$ cat config.mk
export PLATFORM = sky130hd
export DESIGN_NAME = sliding_window_code_coverage_top
export DESIGN_NICKNAME = d
export VERILOG_FILES = /design/src/rtl/swcc_pkg.sv /design/src/rtl/swcc_fifo.sv /design/src/rtl/swcc_front.sv /design/src/rtl/swcc_back.sv /design/src/rtl/sliding_window_code_coverage_top.sv
export SDC_FILE = /design/constraint.sdc
export NUM_CORES = 2
export LEC_CHECK = 0
export ABC_AREA = 1
export BUFFER_PORTS_ARGS = -buffer_cell sky130_fd_sc_hd__buf_2
export CORE_MARGIN = 1
export CORE_UTILIZATION = 41
export CTS_CLUSTER_DIAMETER = 50
export DETAILED_ROUTE_END_ITERATION = 10
export GPL_ROUTABILITY_DRIVEN = 0
export PLACE_DENSITY = 0.65
export REMOVE_ABC_BUFFERS = 1
export SYNTH_ARGS = -nofsm -noshare
export SYNTH_HDL_FRONTEND = slang
export SYNTH_SLANG_ARGS = --single-unit
$ cat constraint.sdc
create_clock -name clk -period 3.22 [get_ports clk]
set_input_delay 0 -clock clk [delete_from_list [all_inputs] [get_ports clk]]
set_output_delay 0 -clock clk [all_outputs]
set_load 0.02 [all_outputs]
$ cat src/rtl/swcc_pkg.sv
// Shared types, constants and a helper function for the sliding-window code coverage block.
package swcc_pkg;

    // Configuration port geometry and register map.
    localparam int APB_DATA_W = 32;
    localparam int APB_ADDR_W = 3;
    localparam int REG_IDX_W  = APB_ADDR_W - 2;

    localparam logic [REG_IDX_W-1:0] REG_WINDOW_LENGTH = 1'b0;

    // Fixed field widths.
    localparam int WL_W      = 4;
    localparam int MISSING_W = 11;

    localparam logic [WL_W-1:0] WL_RESET = 4'd1;

    // Control flags of one work record passed from the front end to the back end.
    typedef struct packed {
        logic start;   // clear the window state and coverage map first
        logic mark;    // window is full, so the code marks the map
    } swcc_ctl_t;

    // One result word.
    typedef struct packed {
        logic                 all_codes_seen;
        logic [MISSING_W-1:0] codes_missing;
        logic                 window_full;
    } swcc_result_t;

    // Clamp the programmed window length into 1..max_len.
    function automatic logic [WL_W-1:0] eff_len(input logic [WL_W-1:0] wl, input int max_len);
        logic [WL_W-1:0] k;
        k = wl;
        if (k == '0)
        begin
            k = WL_W'(1);
        end
        else if (int'(k) > max_len)
        begin
            k = WL_W'(max_len);
        end
        return k;
    endfunction

endpackage

$ cat src/rtl/swcc_fifo.sv
// Small register-based queue used between the front end, the back end and the result port.
module swcc_fifo #(
    parameter int WIDTH = 8,
    parameter int DEPTH = 4
) (
    input  logic             clk,
    input  logic             rst_n,
    input  logic             push,
    input  logic [WIDTH-1:0] wdata,
    output logic             full,
    input  logic             pop,
    output logic [WIDTH-1:0] rdata,
    output logic             empty
);
    localparam int PTR_W = (DEPTH > 1) ? $clog2(DEPTH) : 1;

    logic [WIDTH-1:0] data_reg [DEPTH];
    logic [PTR_W-1:0] wr_ptr_reg, wr_ptr_next;
    logic [PTR_W-1:0] rd_ptr_reg, rd_ptr_next;
    logic [PTR_W:0]   count_reg, count_next;
    logic             do_push, do_pop;

    assign full    = (count_reg == (PTR_W+1)'(DEPTH));
    assign empty   = (count_reg == '0);
    assign do_push = push && !full;
    assign do_pop  = pop && !empty;
    assign rdata   = data_reg[rd_ptr_reg];

    always_comb
    begin
        wr_ptr_next = wr_ptr_reg;
        rd_ptr_next = rd_ptr_reg;
        count_next  = count_reg;
        if (do_push)
        begin
            wr_ptr_next = (wr_ptr_reg == PTR_W'(DEPTH - 1)) ? '0 : wr_ptr_reg + PTR_W'(1);
        end
        if (do_pop)
        begin
            rd_ptr_next = (rd_ptr_reg == PTR_W'(DEPTH - 1)) ? '0 : rd_ptr_reg + PTR_W'(1);
        end
        if (do_push && !do_pop)
        begin
            count_next = count_reg + (PTR_W+1)'(1);
        end
        else if (do_pop && !do_push)
        begin
            count_next = count_reg - (PTR_W+1)'(1);
        end
    end

    always_ff @(posedge clk or negedge rst_n)
    begin
        if (!rst_n)
        begin
            wr_ptr_reg <= '0;
            rd_ptr_reg <= '0;
            count_reg  <= '0;
        end
        else
        begin
            wr_ptr_reg <= wr_ptr_next;
            rd_ptr_reg <= rd_ptr_next;
            count_reg  <= count_next;
        end
    end

    always_ff @(posedge clk)
    begin
        if (do_push)
        begin
            data_reg[wr_ptr_reg] <= wdata;
        end
    end

endmodule

$ cat src/rtl/swcc_front.sv
// Front end: takes stream bits, keeps the shift window and bit count, and forms work records.
module swcc_front #(
    parameter int MAX_WINDOW = 10
) (
    input  logic                     clk,
    input  logic                     rst_n,
    input  logic [swcc_pkg::WL_W-1:0] k,
    input  logic                     accept,
    input  logic                     code_bit,
    input  logic                     start_of_string,
    output logic                     work_push,
    output swcc_pkg::swcc_ctl_t      work_ctl,
    output logic [MAX_WINDOW-1:0]    work_code
);
    import swcc_pkg::*;

    localparam int BR_W = $clog2(MAX_WINDOW + 1);

    logic [MAX_WINDOW-1:0] window_reg, window_next;
    logic [BR_W-1:0]       bits_reg, bits_next;
    logic [MAX_WINDOW-1:0] window_base;
    logic [MAX_WINDOW:0]   shifted;
    logic [BR_W-1:0]       bits_base;
    logic [MAX_WINDOW-1:0] code_mask;
    logic                  full_now;

    always_comb
    begin
        window_base = start_of_string ? '0 : window_reg;
        bits_base   = start_of_string ? '0 : bits_reg;
        shifted     = {window_base, code_bit};
        window_next = shifted[MAX_WINDOW-1:0];
        bits_next   = (int'(bits_base) < MAX_WINDOW) ? bits_base + BR_W'(1) : bits_base;
        full_now    = (int'(bits_next) >= int'(k));
        for (int i = 0; i < MAX_WINDOW; i++)
        begin
            code_mask[i] = (i < int'(k));
        end
    end

    assign work_push      = accept;
    assign work_ctl.start = start_of_string;
    assign work_ctl.mark  = full_now;
    assign work_code      = window_next & code_mask;

    always_ff @(posedge clk or negedge rst_n)
    begin
        if (!rst_n)
        begin
            window_reg <= '0;
            bits_reg   <= '0;
        end
        else if (accept)
        begin
            window_reg <= window_next;
            bits_reg   <= bits_next;
        end
    end

endmodule

$ cat src/rtl/swcc_back.sv
// Back end: read-modify-write of the coverage bitmap and the missing-code count.
module swcc_back #(
    parameter int MAX_WINDOW = 10
) (
    input  logic                      clk,
    input  logic                      rst_n,
    input  logic [swcc_pkg::WL_W-1:0] k,
    input  logic                      work_valid,
    input  swcc_pkg::swcc_ctl_t       work_ctl,
    input  logic [MAX_WINDOW-1:0]     work_code,
    output logic                      work_pop,
    input  logic                      res_full,
    output logic                      res_push,
    output swcc_pkg::swcc_result_t    res_data
);
    import swcc_pkg::*;

    // The bitmap is kept as rows of bits; each row has a valid flag so a start clears it at once.
    localparam int CODE_W = (MAX_WINDOW < 2) ? 2 : MAX_WINDOW;
    localparam int ROW_W  = CODE_W / 2;
    localparam int COL_W  = CODE_W - ROW_W;
    localparam int ROWS   = 1 << ROW_W;
    localparam int COLS   = 1 << COL_W;
    localparam int CNT_W  = MAX_WINDOW + 1;

    logic [COLS-1:0]  seen_mem [ROWS];
    logic [COLS-1:0]  rd_data_reg;
    logic [COLS-1:0]  fwd_data_reg;
    logic             fwd_reg;
    logic [ROWS-1:0]  row_valid_reg, row_valid_next;
    logic [CNT_W-1:0] missing_reg, missing_next;
    logic             b_valid_reg;
    swcc_ctl_t        b_ctl_reg;
    logic [ROW_W-1:0] b_row_reg;
    logic [COL_W-1:0] b_col_reg;

    logic [CODE_W-1:0] code_ext;
    logic [ROW_W-1:0]  head_row;
    logic [COL_W-1:0]  head_col;
    logic              b_fire;
    logic              advance;
    logic [COLS-1:0]   row_data;
    logic [COLS-1:0]   row_new;
    logic              seen;
    logic [CNT_W-1:0]  missing_base;
    logic              decrement;

    assign code_ext = CODE_W'(work_code);
    assign head_row = code_ext[CODE_W-1:COL_W];
    assign head_col = code_ext[COL_W-1:0];
    assign b_fire   = b_valid_reg && !res_full;
    assign advance  = work_valid && (!b_valid_reg || b_fire);
    assign work_pop = advance;

    always_comb
    begin
        row_data = '0;
        if (!b_ctl_reg.start)
        begin
            if (fwd_reg)
            begin
                row_data = fwd_data_reg;
            end
            else if (row_valid_reg[b_row_reg])
            begin
                row_data = rd_data_reg;
            end
        end
        seen    = row_data[b_col_reg];
        row_new = row_data | (COLS'(1) << b_col_reg);

        missing_base = b_ctl_reg.start ? (CNT_W'(1) << k) : missing_reg;
        decrement    = b_ctl_reg.mark && !seen && (missing_base != '0);
        missing_next = decrement ? missing_base - CNT_W'(1) : missing_base;

        row_valid_next = b_ctl_reg.start ? '0 : row_valid_reg;
        if (b_ctl_reg.mark)
        begin
            row_valid_next[b_row_reg] = 1'b1;
        end
    end

    assign res_push                = b_fire;
    assign res_data.all_codes_seen = (missing_next == '0);
    assign res_data.codes_missing  = MISSING_W'(missing_next);
    assign res_data.window_full    = b_ctl_reg.mark;

    always_ff @(posedge clk or negedge rst_n)
    begin
        if (!rst_n)
        begin
            b_valid_reg   <= 1'b0;
            fwd_reg       <= 1'b0;
            row_valid_reg <= '0;
            missing_reg   <= CNT_W'(2);
        end
        else
        begin
            if (advance)
            begin
                b_valid_reg <= 1'b1;
                fwd_reg     <= b_fire && b_ctl_reg.mark && (head_row == b_row_reg);
            end
            else if (b_fire)
            begin
                b_valid_reg <= 1'b0;
            end
            if (b_fire)
            begin
                row_valid_reg <= row_valid_next;
                missing_reg   <= missing_next;
            end
        end
    end

    // Work record and forwarded row are payload.
    always_ff @(posedge clk)
    begin
        if (advance)
        begin
            b_ctl_reg    <= work_ctl;
            b_row_reg    <= head_row;
            b_col_reg    <= head_col;
            fwd_data_reg <= row_new;
        end
    end

    always_ff @(posedge clk)
    begin
        if (b_fire && b_ctl_reg.mark)
        begin
            seen_mem[b_row_reg] <= row_new;
        end
        if (advance)
        begin
            rd_data_reg <= seen_mem[head_row];
        end
    end

endmodule

$ cat src/rtl/sliding_window_code_coverage_top.sv
// Top level of the sliding-window code coverage block with its configuration register.
//
// The input side behaves like a queue: a word (code_bit, start_of_string) is taken at a
// rising edge with push high and full low. The result side behaves like a queue too:
// while empty is low the oldest result word is on all_codes_seen, codes_missing and
// window_full, and pop with empty low takes it. Every accepted word gives one result word.
// Throughput is one word per clock cycle while the result queue has room. The rate is set
// by the coverage bitmap: one row per cycle, read for every word and written for marking
// words, with the row just written forwarded to the next word in the same row so that
// repeated codes do not wait. A word goes from the front end into the work queue, then
// into the bitmap stage and then the result queue. When the receiver stops popping, the
// result queue fills, the bitmap stage holds, the work queue fills and then full rises;
// nothing is lost or repeated. Reset clears the window, the bit count and every bitmap
// row flag, sets window_length to one and the missing count to two. A start word does
// the same clearing but sets the missing count to two to the power of the clamped
// window_length in force, before its own bit is taken. window_length sits at byte address
// 0 of the APB port; the user must write it only when idle; the block does not enforce it.
module sliding_window_code_coverage_top #(
    parameter int MAX_WINDOW  = 10,
    parameter int QUEUE_DEPTH = 4
) (
    input  logic                                clk,
    input  logic                                rst_n,
    // Input queue side
    input  logic                                push,
    output logic                                full,
    input  logic                                code_bit,
    input  logic                                start_of_string,
    // Result queue side
    output logic                                empty,
    input  logic                                pop,
    output logic                                all_codes_seen,
    output logic [swcc_pkg::MISSING_W-1:0]      codes_missing,
    output logic                                window_full,
    // Configuration port
    input  logic                                psel,
    input  logic                                penable,
    input  logic                                pwrite,
    input  logic [swcc_pkg::APB_ADDR_W-1:0]     paddr,
    input  logic [swcc_pkg::APB_DATA_W-1:0]     pwdata,
    output logic [swcc_pkg::APB_DATA_W-1:0]     prdata,
    output logic                                pready
);
    import swcc_pkg::*;

    localparam int WORK_W = $bits(swcc_ctl_t) + MAX_WINDOW;
    localparam int RES_W  = $bits(swcc_result_t);

    logic [WL_W-1:0]      window_length_reg;
    logic [WL_W-1:0]      k;
    logic [REG_IDX_W-1:0] reg_idx;
    logic                 cfg_write;

    logic                  work_full;
    logic                  accept;
    logic                  work_push;
    swcc_ctl_t             front_ctl;
    logic [MAX_WINDOW-1:0] front_code;
    logic [WORK_W-1:0]     wq_wdata, wq_rdata;
    logic                  wq_empty;
    logic                  work_pop;
    swcc_ctl_t             head_ctl;
    logic [MAX_WINDOW-1:0] head_code;

    logic                  res_full;
    logic                  res_push;
    swcc_result_t          res_in;
    logic [RES_W-1:0]      rq_rdata;
    swcc_result_t          res_out;

    // The register index is the word address; the two byte-offset bits are ignored.
    assign reg_idx   = paddr[APB_ADDR_W-1:2];
    assign pready    = 1'b1;
    assign cfg_write = psel && penable && pwrite && pready && (reg_idx == REG_WINDOW_LENGTH);
    assign prdata    = (reg_idx == REG_WINDOW_LENGTH) ? APB_DATA_W'(window_length_reg) : '0;

    always_ff @(posedge clk or negedge rst_n)
    begin
        if (!rst_n)
        begin
            window_length_reg <= WL_RESET;
        end
        else if (cfg_write)
        begin
            window_length_reg <= pwdata[WL_W-1:0];
        end
    end

    // Out-of-range lengths are clamped once here for both ends.
    assign k = eff_len(window_length_reg, MAX_WINDOW);

    assign full   = work_full;
    assign accept = push && !work_full;

    swcc_front #(
        .MAX_WINDOW(MAX_WINDOW)
    ) u_front (
        .clk             (clk),
        .rst_n           (rst_n),
        .k               (k),
        .accept          (accept),
        .code_bit        (code_bit),
        .start_of_string (start_of_string),
        .work_push       (work_push),
        .work_ctl        (front_ctl),
        .work_code       (front_code)
    );

    assign wq_wdata = {front_ctl, front_code};

    swcc_fifo #(
        .WIDTH (WORK_W),
        .DEPTH (QUEUE_DEPTH)
    ) u_work_q (
        .clk   (clk),
        .rst_n (rst_n),
        .push  (work_push),
        .wdata (wq_wdata),
        .full  (work_full),
        .pop   (work_pop),
        .rdata (wq_rdata),
        .empty (wq_empty)
    );

    assign head_ctl  = swcc_ctl_t'(wq_rdata[WORK_W-1:MAX_WINDOW]);
    assign head_code = wq_rdata[MAX_WINDOW-1:0];

    swcc_back #(
        .MAX_WINDOW(MAX_WINDOW)
    ) u_back (
        .clk        (clk),
        .rst_n      (rst_n),
        .k          (k),
        .work_valid (!wq_empty),
        .work_ctl   (head_ctl),
        .work_code  (head_code),
        .work_pop   (work_pop),
        .res_full   (res_full),
        .res_push   (res_push),
        .res_data   (res_in)
    );

    swcc_fifo #(
        .WIDTH (RES_W),
        .DEPTH (QUEUE_DEPTH)
    ) u_res_q (
        .clk   (clk),
        .rst_n (rst_n),
        .push  (res_push),
        .wdata (res_in),
        .full  (res_full),
        .pop   (pop),
        .rdata (rq_rdata),
        .empty (empty)
    );

    assign res_out        = swcc_result_t'(rq_rdata);
    assign all_codes_seen = res_out.all_codes_seen;
    assign codes_missing  = res_out.codes_missing;
    assign window_full    = res_out.window_full;

endmodule

==> metrics.cfg <==
[critical_path]
path_common_cell=nand2_1
slowest_stage=edfxtp_1
crit_required_ps=3710
max_stage_delay_ps=510
critPathKind=register to register
start_kind=register
cp_max_fo=8
arrival_ps=3680
end_kind=register

[synthesis]
netlist.area_leader.share_pct=68.88
yosysUniqueCellTypes=41
syn-instance-count=4269
synthArstFlopShare_pct=5.956
synth_seq_cells=1276
synth_edf_count=1200
synth_seq_area_share_pct=72.52
ys_warn_count=0
netlist_area_mm2=0.05231
synthFlopType=edfxtp_1
yosysTopAreaCell=edfxtp_1
synth_area_leaders=edfxtp_1 69%, nor2_1 5.1%, o21ai_0 4.0%
syn_area_per_cell_um2=12.25

[run_status]
failed_checks=negative hold slack
outcome=finished, violations left

[final_layout]
layout_common_cells=1,200 x edfxtp_1, 664 x nor2_1, 384 x o21ai_0
drive_above_1_share_pct=12.78
fin_area_mm2=0.06091
final_nets=4475
final-seq-area_mm2=0.03794
syn2layout_area_growth_pct=16.44
multi_input_area_mm2=0.01234
final_common_cell=edfxtp_1
fillers=10720
diodes=0
largest_reg_flops=1024
final_util_pct=48.32

[power_and_ir_drop]
ir_drop_v=0.0007870
swShare_pct=40.05
pwr-share-seq_pct=35.1
intPower_uw=38820
switchingPower_uw=25940
leakage_uw=0.02191
clock_power_share_pct=23.9
pwr_density_cell_mw_per_mm2=1063
finalPower_uw=64760
comb_power_share_pct=41.0

[clock_network]
htreeDepth=4
clock-sinks=1276
clkTransAtPathRegs_ps=60
clkLatencyLatePin_ps=750
cts_tree=built
cts.path.max_buffers=3
cts_root_buf=clkbuf_16
cts_buffers=135

[sta]
timing.hold.ws_ps=-25.54
rsz0062_at_grt=true
slew_viol_final=0
relSlewSlack_pct=12.09
worstMarginPinSlew_ps=1315
finalCritPeriodShare_pct=99.21
hold_viol_final=4
fmax_mhz=313.0
setup_viol=0
fin_skew_ps=23.69
finalSetupTns_ps=0
min_period_ps=3195

[die]
die_width_um=359.2
start_util_pct=41.50
dieArea_mm2=0.1290
pin_count=92
coreArea_mm2=0.1261
die_h_um=359.2
num_rows=130

[route]
totalWireLength_mm=145.7
drcViolationCount=0
first_pass_iters=6
drt_first_iter_violations=4898
vias=35401
drtAntennaViolNets=0
wl_per_cell_um=23.61
vias_per_cell=5.736

[global_route]
grt_usage_pct=22.09
grt_pass1_wl_mm=213.8
antenna_found_initial=0
grt_max_degree=86
gr-total-overflow=0
grt_pass1_vias=33005

[job]
maxCapViolCount=0

[placement]
place.port_buffers=32
dp_hpwl_mm=80.66
place_area_mm2=0.05612

[worst_hold_path]
hold_class=primary input to async pin

[cell usage after synthesis (4+ instances only)]
| library cell | count |
|---|---|
| o21ai_1 | 16 |
| o22ai_1 | 27 |
| buf_1 | 27 |
| a31oi_1 | 66 |
| dfrtp_1 | 74 |
| nor2_1 | 705 |
| nand2_2 | 4 |
| xor2_1 | 5 |
| ha_1 | 17 |
| edfxtp_1 | 1200 |
| inv_2 | 5 |
| clkinv_1 | 5 |
| o32ai_1 | 32 |
| o21ai_0 | 417 |
| o311ai_0 | 224 |
| nand3_1 | 145 |
| o211ai_1 | 34 |
| buf_2 | 7 |
| clkbuf_1 | 239 |
| inv_1 | 346 |
| nand2_1 | 364 |
| nor3_1 | 11 |
| nand4_1 | 4 |
| buf_4 | 31 |
| a21oi_1 | 236 |
[logic make-up after synthesis]
family / Yosys count / share of synthesized area [%]
DFF: 1276 / 72.52
and+or+nand+nor: 1236 / 9.316
AOI/OAI and AO/OA: 1065 / 12.49
buffers and inverters: 662 / 5.018
adders and majority gates: 19 / 0.4831
xor gates and xnor gates: 7 / 0.1172
other: 2 / 0.01436
muxes: 2 / 0.04305
[final timing paths]
check | startpoint | to | cells after the start | slack [ps]
min | rst_n | u_work_q.count_reg[1]$_DFFE_PN0P_ | 2 | -30
max reg2reg | u_back.b_row_reg[0]$_DFFE_PP_ | u_res_q.data_reg[0][12]$_DFFE_PP_ | 25 | 30
max in group asynchronous | rst_n | u_back.fwd_reg$_DFFE_PN0P_ | 2 | 2540
min in group clk | code_bit | u_work_q.data_reg[0][0]$_DFFE_PP_ | 2 | 50
min reg2reg | u_front.window_reg[0]$_DFFE_PN0P_ | u_front.window_reg[0]$_DFFE_PN0P_ | 2 | 480
max | u_back.b_row_reg[0]$_DFFE_PP_ | u_res_q.data_reg[0][12]$_DFFE_PP_ | 25 | 30
[stage by stage]
stage               setup WS, ps  std cells
detailed placement         22.60       5900
global route              -138.7       6172
global placement           61.81       5900
finish                     25.46       6172
floorplan                 -24240       3990
CTS                        21.45       6164
[layer usage]
layer  routed length, µm  vias up  track usage, %
li1                    -    15743               -
met1               60660    17489           31.59
met2               66370     1888           34.19
met3               14370      281           3.848
met4                4334        0           7.220
met5                   0        -               0
[worst max-delay path: cells and delay by family, from the launching register on]
family	cells	cell delay, ps
simple gates	19	1610
compound gates	2	220
buf+inv	4	580
flops	1	510
[power groups by stage]
stage | registers, µW | logic (µW) | clock network, µW
2_1_floorplan | 22900 | 9320 | 0
3_3_place_gp | 23000 | 25400 | 0
3_5_place_dp | 23000 | 25800 | 0
4_1_cts | 22700 | 26000 | 15700
5_1_grt | 22900 | 28600 | 16300
6_report | 22700 | 26500 | 15500
[what timing repair did]
item	4_1_cts	5_1_grt
setup buffers	0	2
gates resized for setup	1	30
hold buffers	17	0
pin swaps	0	5
gates cloned	0	6
setup endpoints to repair	4	46
hold endpoints to repair	121	0
[area by class of cell]
cell class                      instances  area share [%]
Clock buffer                          164           5.825
Clock inverter                         83           1.442
Inverter                              356           2.241
Multi-Input combinational cell       2359           20.26
Sequential cell                      1276           62.29
Tap cell                             1650           3.389
Timing Repair Buffer                  284           4.558
Power figures use the tool's default switching activity.
